## src/hdl/pbc_pkg.sv

```systemverilog
// shared constants and types for the permutation bruhat compare unit
`default_nettype none

package pbc_pkg;

    // packing of one permutation field
    localparam int ENTRY_BITS    = 3;
    localparam int FIELD_BITS    = 24;
    localparam int FIELD_ENTRIES = FIELD_BITS / ENTRY_BITS;

    // thresholds 1 .. 2**ENTRY_BITS-1 cover every entry value
    localparam int NUM_THRESH    = (1 << ENTRY_BITS) - 1;

    // stream payload widths
    localparam int S_TDATA_W     = 2 * FIELD_BITS;
    localparam int M_TDATA_W     = 8;

    // lane stage status handed to the merge stage
    typedef struct packed {
        logic valid;
        logic equal;
    } lane_stage_t;

endpackage

`default_nettype wire

```

## src/hdl/pbc_lane.sv

```systemverilog
// one prefix lane: dominance check of the first LANE_IDX+1 entries
`default_nettype none

module pbc_lane #(
    parameter int PERM_SIZE = 8,
    parameter int LANE_IDX  = 0
) (
    input  wire logic [PERM_SIZE-1:0][pbc_pkg::ENTRY_BITS-1:0] first_ent,
    input  wire logic [PERM_SIZE-1:0][pbc_pkg::ENTRY_BITS-1:0] second_ent,
    output logic                                               lane_ok
);

    localparam int EW    = pbc_pkg::ENTRY_BITS;
    localparam int PLEN  = LANE_IDX + 1;
    localparam int CNT_W = $clog2(PLEN + 1);

    logic [PLEN-1:0]  ge_first;
    logic [PLEN-1:0]  ge_second;
    logic [CNT_W-1:0] cnt_first;
    logic [CNT_W-1:0] cnt_second;

    // sorted prefixes dominate iff, for every threshold, the first prefix
    // holds no more entries at or above it than the second one
    always_comb begin
        lane_ok    = 1'b1;
        ge_first   = '0;
        ge_second  = '0;
        cnt_first  = '0;
        cnt_second = '0;
        for (int t = 1; t <= pbc_pkg::NUM_THRESH; t++) begin
            for (int k = 0; k < PLEN; k++) begin
                ge_first[k]  = (first_ent[k]  >= EW'(t));
                ge_second[k] = (second_ent[k] >= EW'(t));
            end
            cnt_first  = CNT_W'($countones(ge_first));
            cnt_second = CNT_W'($countones(ge_second));
            if (cnt_first > cnt_second) begin
                lane_ok = 1'b0;
            end
        end
    end

endmodule

`default_nettype wire

```

## src/hdl/pbc_merge.sv

```systemverilog
// merge stage: combines lane results and holds the output item
`default_nettype none

module pbc_merge #(
    parameter int NUM_LANES = 8
) (
    input  wire logic                            aclk,
    input  wire logic                            aresetn,
    input  wire logic [NUM_LANES-1:0]            lane_ok,
    input  wire pbc_pkg::lane_stage_t            lane_stage,
    output logic                                 merge_ready,
    output logic                                 m_tvalid,
    input  wire logic                            m_tready,
    output logic [pbc_pkg::M_TDATA_W-1:0]        m_tdata
);

    logic m_valid_reg;
    logic m_valid_next;
    logic below_reg;
    logic below_next;

    // output register frees up when empty or taken
    assign merge_ready = !m_valid_reg || m_tready;

    // all lanes dominate and the permutations differ
    always_comb begin
        m_valid_next = m_valid_reg;
        below_next   = below_reg;
        if (merge_ready) begin
            m_valid_next = lane_stage.valid;
            below_next   = (&lane_ok) && !lane_stage.equal;
        end
    end

    // control register
    always_ff @(posedge aclk) begin
        if (!aresetn) begin
            m_valid_reg <= 1'b0;
        end else begin
            m_valid_reg <= m_valid_next;
        end
    end

    // payload register
    always_ff @(posedge aclk) begin
        below_reg <= below_next;
    end

    assign m_tvalid = m_valid_reg;
    assign m_tdata  = {{(pbc_pkg::M_TDATA_W-1){1'b0}}, below_reg};

endmodule

`default_nettype wire

```

## src/hdl/permutation_bruhat_compare_unit.sv

```systemverilog
// top level of the permutation bruhat compare unit
//
//  channel | dir | handshake         | payload (lowest bit up)
//  --------+-----+-------------------+----------------------------------------
//  s_      | in  | s_tvalid/s_tready | s_tdata: first_perm[23:0], second_perm[47:24]
//  m_      | out | m_tvalid/m_tready | m_tdata: strictly_below[0], zero fill [7:1]
//
//  one item per cycle while the m_ side is not stalled; an accepted item passes the lane
//  stage register and then the output register before m_tvalid shows it
//  stage one: PERM_SIZE prefix lanes, each counting entries per threshold
//  stage two: merge of the lane flags into the output register
//  aresetn (synchronous, active low) empties both stages
//  a stalled m_ side holds the output; the lane stage keeps accepting until full

`default_nettype none

module permutation_bruhat_compare_unit #(
    parameter int PERM_SIZE = 8
) (
    input  wire logic                              aclk,
    input  wire logic                              aresetn,
    input  wire logic                              s_tvalid,
    output logic                                   s_tready,
    input  wire logic [pbc_pkg::S_TDATA_W-1:0]     s_tdata,  // first_perm, second_perm
    output logic                                   m_tvalid,
    input  wire logic                              m_tready,
    output logic [pbc_pkg::M_TDATA_W-1:0]          m_tdata   // strictly_below, zero fill
);

    localparam int EW = pbc_pkg::ENTRY_BITS;
    localparam int FB = pbc_pkg::FIELD_BITS;

    logic [PERM_SIZE-1:0][EW-1:0] first_ent;
    logic [PERM_SIZE-1:0][EW-1:0] second_ent;
    logic [PERM_SIZE-1:0]         lane_ok;
    logic [PERM_SIZE-1:0]         lane_ok_reg;
    logic [PERM_SIZE-1:0]         lane_ok_next;
    logic                         s1_valid_reg;
    logic                         s1_valid_next;
    logic                         s1_equal_reg;
    logic                         s1_equal_next;
    logic                         entries_equal;
    logic                         merge_ready;
    pbc_pkg::lane_stage_t         lane_stage;

    // unpack entries; those past the field read as zero
    for (genvar k = 0; k < PERM_SIZE; k++) begin : g_unpack
        if (k < pbc_pkg::FIELD_ENTRIES) begin : g_in_field
            assign first_ent[k]  = s_tdata[k*EW +: EW];
            assign second_ent[k] = s_tdata[FB + k*EW +: EW];
        end else begin : g_past_field
            assign first_ent[k]  = '0;
            assign second_ent[k] = '0;
        end
    end

    // one lane per prefix length
    for (genvar i = 0; i < PERM_SIZE; i++) begin : g_lane
        pbc_lane #(
            .PERM_SIZE (PERM_SIZE),
            .LANE_IDX  (i)
        ) u_lane (
            .first_ent  (first_ent),
            .second_ent (second_ent),
            .lane_ok    (lane_ok[i])
        );
    end

    // equality over the used entries only
    assign entries_equal = (first_ent == second_ent);

    // lane stage accepts when empty or when the merge stage takes its item
    assign s_tready = !s1_valid_reg || merge_ready;

    always_comb begin
        s1_valid_next = s1_valid_reg;
        s1_equal_next = s1_equal_reg;
        lane_ok_next  = lane_ok_reg;
        if (s_tready) begin
            s1_valid_next = s_tvalid;
            s1_equal_next = entries_equal;
            lane_ok_next  = lane_ok;
        end
    end

    // control register
    always_ff @(posedge aclk) begin
        if (!aresetn) begin
            s1_valid_reg <= 1'b0;
        end else begin
            s1_valid_reg <= s1_valid_next;
        end
    end

    // payload registers
    always_ff @(posedge aclk) begin
        s1_equal_reg <= s1_equal_next;
        lane_ok_reg  <= lane_ok_next;
    end

    assign lane_stage.valid = s1_valid_reg;
    assign lane_stage.equal = s1_equal_reg;

    // merge of the lane flags
    pbc_merge #(
        .NUM_LANES (PERM_SIZE)
    ) u_merge (
        .aclk        (aclk),
        .aresetn     (aresetn),
        .lane_ok     (lane_ok_reg),
        .lane_stage  (lane_stage),
        .merge_ready (merge_ready),
        .m_tvalid    (m_tvalid),
        .m_tready    (m_tready),
        .m_tdata     (m_tdata)
    );

`ifndef SYNTH
    // an accepted item reaches the lane stage
    a_accept_fills_lane: assert property (@(posedge aclk) disable iff (!aresetn)
        (s_tvalid && s_tready) |=> s1_valid_reg)
        else $error("accepted item missing from lane stage");

    // a lane stage item moves on into the output register
    a_lane_to_out: assert property (@(posedge aclk) disable iff (!aresetn)
        (s1_valid_reg && merge_ready) |=> m_tvalid)
        else $error("lane stage item lost before output");

    // a blocked lane stage keeps its flags
    a_lane_hold: assert property (@(posedge aclk) disable iff (!aresetn)
        (s1_valid_reg && !merge_ready) |=> (s1_valid_reg && $stable(lane_ok_reg)))
        else $error("lane stage changed while blocked");

    // equal permutations never report strictly below
    a_equal_not_below: assert property (@(posedge aclk) disable iff (!aresetn)
        (s1_valid_reg && merge_ready && s1_equal_reg) |=> !m_tdata[0])
        else $error("equal permutations reported as strictly below");
`endif

endmodule

`default_nettype wire
```

## config.mk

```make
export PLATFORM = sky130hd
export DESIGN_NAME = permutation_bruhat_compare_unit
export DESIGN_NICKNAME = d
export VERILOG_FILES = /design/src/hdl/pbc_pkg.sv /design/src/hdl/pbc_lane.sv /design/src/hdl/pbc_merge.sv /design/src/hdl/permutation_bruhat_compare_unit.sv
export SDC_FILE = /design/constraint.sdc
export NUM_CORES = 1
export LEC_CHECK = 0
export ABC_AREA = 0
export BUFFER_PORTS_ARGS = -buffer_cell sky130_fd_sc_hd__buf_2
export CAP_MARGIN = 20
export CORE_MARGIN = 4
export CORE_UTILIZATION = 70
export CTS_CLUSTER_DIAMETER = 80
export DETAILED_ROUTE_END_ITERATION = 16
export PLACE_DENSITY = 0.9
export SETUP_SLACK_MARGIN = 0.1
export SLEW_MARGIN = 20
export SYNTH_ARGS = -nofsm -noshare
export SYNTH_HDL_FRONTEND = slang
export SYNTH_SLANG_ARGS = --single-unit
```

## constraint.sdc

```tcl
create_clock -name aclk -period 12.65 [get_ports aclk]
set_input_delay 0.6325 -clock aclk [delete_from_list [all_inputs] [get_ports aclk]]
set_output_delay 0.6325 -clock aclk [all_outputs]
set_load 0.02 [all_outputs]
```

==> run_results.csv <==
group,metric,value,unit
run_status,status,"complete, no violations",
synthesis,synth_area_per_cell,8.82,um2
layout,final_common_cell,"inv_1",
clock_network,numCtsBuffers,3,
power,combPwrFrac,88.6,%
global_route,antenna_found_initial,0,
layout,nFillCells,904,
detailed_routing,routed_wl,23.4,mm
sta,max_slew.worst_pin.slew,629,ps
layout,multiInputGateArea,7760,um2
clock_network,cts_max_level,1,
sta,rsz0062_at_grt,"no",
clock_network,cts_setup_buffers,0,
power,p_int,466,uW
synthesis,yosysSeqAreaShare,3.67,%
sta,setup_ws,7700,ps
detailed_routing,drc_errors,0,
layout,post-route-util,76.0,%
clock_network,cts_tree,"built",
power,p_leak,5.34,nW
placement,gp_congestion,0.997,
layout,final_cell_mix,"inv_1, ha_1, fa_1, buf_2, a21oi_1",
power,ir_worst_vdd,0.0000498,V
synthesis,synth_cell_type_count,38,
clock_network,clock-sinks,12,
worst_setup_path,arrival,4950,ps
detailed_routing,wire_per_inst,18.5,um
power,p_sw_share,52.7,%
layout,antennaDiodeCount,0,
worst_setup_path,path_class,"input port to register",
layout,layout.nets,1508,
worst_setup_path,crit_path_end_kind,"register",
worst_setup_path,critPathMaxFanout,7,
detailed_routing,antenna_left,0,
sta,period_needed,4950,ps
synthesis,synth-main-ff-cell,"edfxtp_1",
detailed_routing,drtPass1Iterations,5,
sta,setup-violations-final,0,
detailed_routing,via_per_inst,5.92,
global_route,grt_overflow,0,
sta,clock_skew,0.742,ps
sta,final_max_slew_viol_count,0,
synthesis,ys_ff_latch,12,
synthesis,synth_edf_count,10,
synthesis,syn_inst,1053,
layout,design_area,9750,um2
worst_setup_path,startpoint_type,"input port",
floorplanning,core,12800,um2
sta,hold_viol_final,0,
detailed_routing,via_count,7480,
worst_setup_path,r2r_slack,11350,ps
sta,period_share,39.1,%
synthesis,async_flop_share,0,%
synthesis,syn_area,9280,um2
layout,synthToLayoutAreaGrowth,4.99,%
clock_network,clk_latency,240,ps
layout,regArea,340,um2
clock_network,root_buffer,"clkbuf_16",
worst_hold_path,hold_path.class,"register to register",
power,p_clk_share,6.0,%
power,switchingPower,520,uW
placement,numPortBuffers,54,
power,power_density,101,nW/um2
power,seqPwrFrac,5.4,%
sta,setup_tns,0,ps
floorplanning,die_w,123,um
detailed_routing,dr.first_iter.drc_count,565,
placement,place_ws,7530,ps
floorplanning,rows,41,
sta,slew_headroom,57.6,%
clock_network,clk_path_buf_depth,2,
worst_setup_path,required,12650,ps
floorplanning,die_h,123,um
job,cap_violations,0,
global_route,grt_pass1_wl,37.1,mm
floorplanning,io_pins,62,
placement,dpl.hpwl,21.1,mm
global_route,grt_pass1_vias,7717,
layout,drive_above_1_share,6.68,%
clock_network,clk_pin_slew,40,ps
synthesis,yosysWarnings,0,
floorplanning,start_util,72.4,%
clock_network,cts_resized,0,
global_route,grtUsageTotal,31.8,%
clock_network,ctsHoldBuffers,0,
placement,postPlaceCellArea,9670,um2
layout,largest_reg_flops,8,
sta,fmax,202,MHz
global_route,grt_max_degree,11,
floorplanning,die_area,15200,um2
==> layout make-up <==
| class | count | share of cell area [%] |
|---|---|---|
| Clock buffer | 3 | 0.770 |
| Inverter | 287 | 11.1 |
| Clock inverter | 1 | 0.0385 |
| Sequential cell | 12 | 3.49 |
| Timing Repair Buffer | 54 | 2.77 |
| Tap cell | 172 | 2.21 |
| Multi-Input combinational cell | 735 | 79.7 |
==> cells in the mapped netlist, types with 20 or more instances <==
library cell  instances  area share, %
inv_1               287             12
ha_1                238             32
fa_1                125             27
a21oi_1              52            2.8
o21ai_0              34            1.8
xor2_1               31            2.9
nand2_1              24           0.97
o21a_1               24            1.9
xnor2_1              22            2.1
nand3_1              21            1.1
nor2b_1              21            1.4
nor2_1               20           0.81
==> final timing paths <==
path | depth (start not counted) | to | startpoint
worst max-delay path | 21 | lane_ok_reg[7]$_SDFFCE_PP0P_ | s_tdata[25]
worst min-delay path | 1 | u_merge.m_tvalid$_SDFFE_PN0P_ | s1_valid_reg$_SDFFE_PN0P_
worst min register to register | 1 | u_merge.m_tvalid$_SDFFE_PN0P_ | s1_valid_reg$_SDFFE_PN0P_
worst max register to register | 2 | lane_ok_reg[3]$_SDFFCE_PP0P_ | u_merge.m_tvalid$_SDFFE_PN0P_
==> metal layers <==
layer	routed length, um	share of wire [%]	vias up	global-route usage (%)
met5	0	0	-	0
met4	1180	5.0	0	13.0
met2	10900	47	405	53.2
met1	9070	39	3522	40.3
met3	2260	9.7	105	6.50
li1	-	-	3448	-
==> metrics by stage <==
| step | hold WS, ps | power, mW | std cells |
|---|---|---|---|
| floorplan | 463 | 0.668 | 1059 |
| detailed placement | 508 | 0.907 | 1260 |
| global route | 525 | 1.11 | 1264 |
| CTS | 508 | 0.976 | 1264 |
| finish | 510 | 0.986 | 1264 |
| global placement | 482 | 0.847 | 1260 |
==> worst max-delay path: stages <==
cell      delay, ps
buf_2           140
or2_2           340
nor2_1          270
inv_1           100
ha_1            320
inv_1            60
fa_1            430
inv_1            80
ha_1            160
inv_1           110
fa_1            540
inv_1            40
ha_1            210
fa_1            490
inv_1            40
ha_1            270
nand4_1          90
o21ai_0          90
a21oi_1         230
a221oi_1        100
and4_1          180
==> power groups by stage <==
| stage | clock [mW] | sequential (mW) | combinational [mW] |
|---|---|---|---|
| final | 0.0590 | 0.0534 | 0.874 |
| after global routing | 0.0601 | 0.0540 | 0.995 |
| after CTS | 0.0588 | 0.0535 | 0.864 |
| after detailed placement | 0 | 0.0537 | 0.853 |
| after global placement | 0 | 0.0534 | 0.794 |
| after floorplan | 0 | 0.0528 | 0.615 |
==> kinds of logic (layout without fill, tap and decap cells) <==
group / Yosys count / count (layout) / share of synthesized area (%)
adder cells (fa/ha/maj): 364 / 364 / 59.1
buffers and inverters: 312 / 345 / 12.9
AND/OR/NAND/NOR: 167 / 167 / 9.93
AO/OA/AOI/OAI: 144 / 144 / 9.27
XOR/XNOR: 53 / 53 / 5.00
flip-flops: 12 / 12 / 3.67
other: 1 / 7 / 0.0404
No activity file was read; power rests on OpenSTA's default activity.
